===== src/hdl/ueb_pkg.sv =====
`timescale 1ns / 1ps
// Shared types and constants of the unique-entry bounded FIFO.
// Used by the storage cell and by the top level; depends on nothing else.
package ueb_pkg;

   // Default sizes handed to the top-level parameters.
   localparam int DEPTH_DEFAULT    = 16;
   localparam int TAG_BITS_DEFAULT = 32;

   // Fixed widths of the port fields.
   localparam int ITEM_TAG_BITS = 32;
   localparam int CAP_BITS      = 5;
   localparam int COUNT_BITS    = 5;

   localparam logic [CAP_BITS-1:0] CAPACITY_RESET = 5'd16;

   // Operation codes carried by the func field.
   localparam logic FUNC_PUT  = 1'b0;
   localparam logic FUNC_PICK = 1'b1;

   typedef enum logic [1:0] {
      STATUS_OK    = 2'd0,
      STATUS_FULL  = 2'd1,
      STATUS_DUP   = 2'd2,
      STATUS_EMPTY = 2'd3
   } status_type;

   // Command broadcast to every cell of the chain.
   typedef struct packed {
      logic load;   // append the put tag at the first free cell
      logic shift;  // every cell takes its tail-side neighbor's contents
   } cell_cmd_type;

endpackage


===== src/hdl/unique_entry_bounded_fifo.sv =====
`timescale 1ns / 1ps
// Top level of the unique-entry bounded FIFO: a chain of ueb_cell storage cells,
// the entry counter, the capacity register and the registered response stage.
//
// This block is a first-in first-out queue of tags that refuses duplicates.
// A put beat (func = 0) appends item_tag at the tail unless the count has
// reached the capacity register (status full) or an equal tag is already held
// (status duplicate); full wins when both apply. A pick beat (func = 1) removes
// and returns the head tag, or reports empty. Every response beat carries the
// count after the operation, and picked_tag is zero except on a successful pick.
// Each request produces exactly one response beat. A request is decided in the
// cycle it is accepted: every cell compares its tag with the request in
// parallel over the DEPTH cells, ORed into the duplicate flag, so one request
// is accepted per clock cycle while req_stall is low, and its response appears
// in the cycle after. The response sits in a register; req_stall rises only while
// that register is full and the consumer stalls it. Capacity values above DEPTH
// act as DEPTH, and lowering the capacity below the count keeps the held
// entries pickable. Capacity is written over the csr channel, which is always
// ready, and should be changed only while no request is outstanding.
module unique_entry_bounded_fifo import ueb_pkg::*; #(
   parameter int DEPTH    = DEPTH_DEFAULT,
   parameter int TAG_BITS = TAG_BITS_DEFAULT
) (
   input  logic                     clock,
   input  logic                     reset,
   // Request channel.
   input  logic                     req_valid,
   output logic                     req_stall,
   input  logic                     req_func,
   input  logic [ITEM_TAG_BITS-1:0] req_item_tag,
   // Response channel.
   output logic                     rsp_valid,
   input  logic                     rsp_stall,
   output logic [1:0]               rsp_status,
   output logic [ITEM_TAG_BITS-1:0] rsp_picked_tag,
   output logic [COUNT_BITS-1:0]    rsp_entry_count,
   // Capacity register write channel.
   input  logic                     csr_valid,
   output logic                     csr_ready,
   input  logic [CAP_BITS-1:0]      csr_data
);

   // The counter must hold DEPTH itself; the compare width covers both operands.
   localparam int CNT_W = $clog2(DEPTH + 1);
   localparam int CMP_W = (CNT_W > CAP_BITS) ? CNT_W : CAP_BITS;

   logic                     accept;
   logic [TAG_BITS-1:0]      put_tag;
   logic [DEPTH-1:0]         cell_valid;
   logic [TAG_BITS-1:0]      cell_tag [DEPTH];
   logic [DEPTH-1:0]         cell_match;
   cell_cmd_type             cmd;
   logic                     is_full;
   logic                     is_dup;
   logic                     is_empty;

   logic [CNT_W-1:0]         count_ff, count_in;
   logic [CAP_BITS-1:0]      capacity_ff, capacity_in;
   logic                     rsp_valid_ff, rsp_valid_in;
   status_type               rsp_status_ff, rsp_status_in;
   logic [ITEM_TAG_BITS-1:0] rsp_picked_ff, rsp_picked_in;
   logic [COUNT_BITS-1:0]    rsp_count_ff, rsp_count_in;

   // A new request is taken whenever the response register is empty or drains.
   assign req_stall = rsp_valid_ff && rsp_stall;
   assign accept    = req_valid && !req_stall;
   assign csr_ready = 1'b1;

   // Tags are stored at TAG_BITS; bits above it are dropped, missing bits are zero.
   assign put_tag = TAG_BITS'(req_item_tag);

   // The cell chain. Cell 0 is the head; its head-side neighbor counts as full.
   for (genvar i = 0; i < DEPTH; i++) begin : g_cell
      logic                prev_valid;
      logic                next_valid;
      logic [TAG_BITS-1:0] next_tag;

      if (i == 0) begin : g_head
         assign prev_valid = 1'b1;
      end else begin : g_body
         assign prev_valid = cell_valid[i-1];
      end

      if (i == DEPTH - 1) begin : g_tail
         assign next_valid = 1'b0;
         assign next_tag   = '0;
      end else begin : g_link
         assign next_valid = cell_valid[i+1];
         assign next_tag   = cell_tag[i+1];
      end

      ueb_cell #(
         .TAG_BITS(TAG_BITS)
      ) u_cell (
         .clock     (clock),
         .reset     (reset),
         .cmd       (cmd),
         .put_tag   (put_tag),
         .prev_valid(prev_valid),
         .next_valid(next_valid),
         .next_tag  (next_tag),
         .valid     (cell_valid[i]),
         .tag       (cell_tag[i]),
         .match     (cell_match[i])
      );
   end

   // Full when the count reaches the capacity or the physical depth.
   assign is_full  = (CMP_W'(count_ff) >= CMP_W'(capacity_ff))
                     || (count_ff == CNT_W'(DEPTH));
   assign is_dup   = |cell_match;
   assign is_empty = (count_ff == '0);

   // Decide the request and drive the cell commands and the next count.
   always_comb begin
      cmd           = '{load: 1'b0, shift: 1'b0};
      count_in      = count_ff;
      rsp_status_in = STATUS_OK;
      rsp_picked_in = '0;
      unique case (req_func)
         FUNC_PUT: begin
            priority if (is_full) begin
               rsp_status_in = STATUS_FULL;
            end else if (is_dup) begin
               rsp_status_in = STATUS_DUP;
            end else begin
               cmd.load = accept;
               count_in = count_ff + 1'b1;
            end
         end
         FUNC_PICK: begin
            if (is_empty) begin
               rsp_status_in = STATUS_EMPTY;
            end else begin
               cmd.shift     = accept;
               count_in      = count_ff - 1'b1;
               rsp_picked_in = ITEM_TAG_BITS'(cell_tag[0]);
            end
         end
         default: begin
            rsp_status_in = STATUS_OK;
         end
      endcase
      rsp_count_in = COUNT_BITS'(count_in);
      rsp_valid_in = accept || (rsp_valid_ff && rsp_stall);
      capacity_in  = (csr_valid && csr_ready) ? csr_data : capacity_ff;
   end

   always_ff @(posedge clock) begin
      if (reset) begin
         count_ff     <= '0;
         capacity_ff  <= CAPACITY_RESET;
         rsp_valid_ff <= 1'b0;
      end else begin
         if (accept) begin
            count_ff <= count_in;
         end
         capacity_ff  <= capacity_in;
         rsp_valid_ff <= rsp_valid_in;
      end
   end

   // Response payload is loaded only with a new beat and holds while stalled.
   always_ff @(posedge clock) begin
      if (accept) begin
         rsp_status_ff <= rsp_status_in;
         rsp_picked_ff <= rsp_picked_in;
         rsp_count_ff  <= rsp_count_in;
      end
   end

   assign rsp_valid       = rsp_valid_ff;
   assign rsp_status      = rsp_status_ff;
   assign rsp_picked_tag  = rsp_picked_ff;
   assign rsp_entry_count = rsp_count_ff;

endmodule


===== src/hdl/ueb_cell.sv =====
`timescale 1ns / 1ps
// One storage cell of the FIFO chain: a valid bit, a tag and an equality compare.
// Depends on ueb_pkg for the command struct.
module ueb_cell import ueb_pkg::*; #(
   parameter int TAG_BITS = TAG_BITS_DEFAULT
) (
   input  logic                clock,
   input  logic                reset,
   input  cell_cmd_type        cmd,
   input  logic [TAG_BITS-1:0] put_tag,
   input  logic                prev_valid,
   input  logic                next_valid,
   input  logic [TAG_BITS-1:0] next_tag,
   output logic                valid,
   output logic [TAG_BITS-1:0] tag,
   output logic                match
);

   logic                valid_ff, valid_in;
   logic [TAG_BITS-1:0] tag_ff, tag_in;

   // The first free cell is the empty one whose head-side neighbor is full.
   always_comb begin
      valid_in = valid_ff;
      tag_in   = tag_ff;
      priority if (cmd.shift) begin
         valid_in = next_valid;
         tag_in   = next_tag;
      end else if (cmd.load && !valid_ff && prev_valid) begin
         valid_in = 1'b1;
         tag_in   = put_tag;
      end else begin
         valid_in = valid_ff;
         tag_in   = tag_ff;
      end
   end

   always_ff @(posedge clock) begin
      if (reset) begin
         valid_ff <= 1'b0;
      end else begin
         valid_ff <= valid_in;
      end
   end

   always_ff @(posedge clock) begin
      tag_ff <= tag_in;
   end

   assign valid = valid_ff;
   assign tag   = tag_ff;
   assign match = valid_ff && (tag_ff == put_tag);

endmodule

===== config.mk =====
export PLATFORM = sky130hd
export DESIGN_NAME = unique_entry_bounded_fifo
export DESIGN_NICKNAME = d
export VERILOG_FILES = /design/src/hdl/ueb_pkg.sv /design/src/hdl/unique_entry_bounded_fifo.sv /design/src/hdl/ueb_cell.sv
export SDC_FILE = /design/constraint.sdc
export NUM_CORES = 1
export LEC_CHECK = 0
export ABC_AREA = 1
export ABC_CLOCK_PERIOD_IN_PS = 6250
export BUFFER_PORTS_ARGS = -buffer_cell sky130_fd_sc_hd__buf_2
export CORE_MARGIN = 1
export CORE_UTILIZATION = 50
export CTS_CLUSTER_DIAMETER = 200
export DETAILED_ROUTE_END_ITERATION = 16
export GPL_ROUTABILITY_DRIVEN = 0
export PLACE_DENSITY_LB_ADDON = 0.08
export SYNTH_ARGS = -nofsm -noshare
export SYNTH_HDL_FRONTEND = slang
export SYNTH_SLANG_ARGS = --single-unit

===== constraint.sdc =====
create_clock -name clock -period 6.25 [get_ports clock]
set_clock_uncertainty 0.1 [all_clocks]
set_input_delay 0.3125 -clock clock [delete_from_list [all_inputs] [get_ports clock]]
set_output_delay 0.3125 -clock clock [all_outputs]
set_load 0.05 [all_outputs]

==> impl_metrics.json <==
{
  "status": "finished clean",
  "drt-pass1-iter-count": 8,
  "clock_path_buffers": 3,
  "synth_edf_count": 519,
  "synthTopCellsByArea": "edfxtp_1, nand2_1, inv_1, o21ai_0, dfxtp_1",
  "hpwlAfterDp_um": 81500,
  "grt_overflow": 0,
  "finalWirelength_um": 118000,
  "area_delta_synth_final_pct": 10.9,
  "peakVddDrop_mv": 0.200,
  "syn_area_um2": 30400,
  "numCtsBuffers": 68,
  "start_kind": "primary input",
  "r2r_setup_slack_ns": 2.09,
  "cts_tree": "done",
  "post-cts-setup-buffers": 0,
  "worst_pin_slew_ns": 1.26,
  "post_drt_via_cell_ratio": 5.94,
  "hp-start": "req_func",
  "yosysWarnings": 0,
  "crit_path_max_fanout": 64,
  "wire_per_inst_um": 26.3,
  "antenna_cells": 0,
  "start_util_pct": 50.4,
  "drc": 0,
  "postCtsResizedCells": 0,
  "grt_pass1_vias": 26300,
  "drt_iter0_markers": 3294,
  "startpoint": "req_item_tag[0]",
  "drive_above_1_share_pct": 7.03,
  "finalCriticalPeriod_ns": 4.28,
  "num_vias": 26600,
  "root_buffer": "clkbuf_16",
  "design_area_um2": 33700,
  "ant_nets": 0,
  "syn_inst": 3634,
  "fmax_ghz": 0.234,
  "ys_seq_elements": 578,
  "avgSynthCellArea_um2": 8.36,
  "worstSetupPathType": "primary input to flop",
  "die_w_um": 249,
  "yosysMostFrequentCell": "nand2_1",
  "r2r_start": "count_ff[0]",
  "synth-main-ff-cell": "edfxtp_1",
  "synth_largest_area_cell": "edfxtp_1",
  "die_h_um": 249,
  "portBuffers": 83,
  "drv_slew": 0,
  "finalSetupViolCount": 0,
  "grt_pass1_wl_um": 169000,
  "hold_viol": 0,
  "rsz0062_at_grt": "false",
  "hold_path_class": "primary input to flop",
  "synth_common_cells": "nand2_1, edfxtp_1, inv_1, o21ai_0, nor2_1",
  "leakagePower_nw": 14.5,
  "die_area_um2": 61800,
  "clkTransAtPathRegs_ns": 0.06,
  "htree_num_levels": 3,
  "coreArea_um2": 60200,
  "rows": 90,
  "clock_sinks": 578,
  "grt_max_degree": 138,
  "slew_headroom_pct": 15.9,
  "synth_top_area_share_pct": 51.3,
  "cp.required_ns": 6.64,
  "finalSetupTns_ns": 0,
  "place_area_um2": 31200,
  "track_usage_pct": 37.8,
  "ys_types": 34,
  "nNetsFinal": 3696,
  "insertion_delay_ns": 0.62,
  "io_pins": 85,
  "end_kind": "flop",
  "min_period_over_period_pct": 68.5,
  "synth_nets": 3684,
  "async_flop_share_pct": 0,
  "yosysSeqAreaShare_pct": 55.2,
  "arrival_ns": 4.67,
  "antenna_found_initial": 0,
  "drv_cap": 0,
  "pwr_density_cell_nw_per_um2": 320
}
worst paths after layout:
check	endpoint	cells past startpoint
max	g_cell[15].u_cell.tag[27]	19
min	count_ff[2]	6
max reg2reg	g_cell[15].u_cell.tag[27]	17
min reg2reg	g_cell[12].u_cell.valid	2
layout by cell type, fill, tap and decap left out, types with 2 or more instances in the layout:
master / count
a21oi_1: 29
clkinvlp_4: 2
dlygate4sd3_1: 17
clkbuf_8: 5
o21ai_0: 345
o211ai_1: 4
clkinv_1: 12
nor2_4: 2
o21ai_1: 4
edfxtp_1: 519
buf_4: 34
a21boi_0: 2
o21bai_1: 16
xor2_1: 7
nand2_1: 1294
buf_2: 83
nand3_1: 50
ha_1: 7
clkbuf_1: 12
inv_1: 470
inv_2: 19
clkbuf_16: 71
o22ai_1: 59
o21ai_4: 15
nor2_1: 289
bufinv_16: 9
nand2_2: 2
xnor2_1: 124
nor3_1: 3
o221ai_1: 12
dfxtp_1: 59
nand4_1: 100
clkinv_2: 12
cells by family (layout without fill, tap and decap cells):
kind of cell    count (synthesis)  count (layout)  synth area share [%]
other cells                     1               1                0.0123
simple gates                 1743            1743                  22.7
flops                         578             578                  55.2
buf+inv                       686             749                  9.41
fa+ha+maj                       7               7                 0.288
compound gates                488             488                  8.63
xor+xnor                      131             131                  3.78
metal layers:
metal  routed length [µm]  GRT usage (%)  vias up
li1                     -              -    11700
met1                39600           42.9    12600
met2                55100           61.8     1744
met3                11400           6.56      515
met4                11700           33.0        0
met5                    0              0        -
stage by stage:
| step | hold WS, ns | util (%) | setup WS, ns | power [mW] | cells |
|---|---|---|---|---|---|
| after floorplan | 0.313 | - | 0.920 | 5.96 | 3634 |
| after global placement | 0.365 | 51.9 | 1.65 | 6.58 | 4341 |
| after detailed placement | 0.359 | 51.9 | 1.56 | 6.61 | 4341 |
| after CTS | 0.0955 | 55.9 | 2.11 | 10.7 | 4479 |
| after global routing | 0.118 | 55.9 | 1.72 | 11.0 | 4479 |
| final | 0.114 | 55.9 | 1.97 | 10.8 | 4479 |
power breakdown:
part / internal [mW] / total, mW / leakage, nW / switching [mW]
sequential: 4.66 / 4.86 / 5.33 / 0.202
combinational: 0.433 / 1.75 / 8.09 / 1.31
clock: 2.50 / 4.16 / 1.12 / 1.66
state kept, by name, indices dropped and copies added, names as in the netlist:
signal               flops
capacity_ff              5
count_ff                 5
g_cell.u_cell.tag      512
g_cell.u_cell.valid     16
rsp_entry_count          5
rsp_picked_tag          32
rsp_status               2
rsp_valid                1
critical path, cell delays in order:
cell      delay (ns)
buf_2           0.64
clkinv_1        0.77
nand2_1         0.36
nand4_1         0.11
nor2_1          0.18
nand2_1         0.08
nor2_1          0.09
nand3_1         0.17
nand2_1         0.12
nor2_1          0.06
nand2_2         0.11
nor2_8          0.08
nand3_2         0.28
buf_4           0.39
inv_2           0.09
nand3_4         0.47
nand2_1         0.11
nand2_1         0.09
nor2_1          0.05
area by class of cell:
class / instances / area (µm²)
Clock buffer: 88 / 1890
Clock inverter: 33 / 388
Fill cell: 5435 / 26600
Inverter: 493 / 1860
Multi-Input combinational cell: 2370 / 10900
Sequential cell: 578 / 16800
Tap cell: 782 / 978
Timing Repair Buffer: 135 / 861
what timing repair did:
item / CTS / global route
hold buffers: 17 / 0
endpoints found under the setup margin: 0 / 0
hold endpoints to repair: 11 / 0
Power figures use the tool's default switching activity.
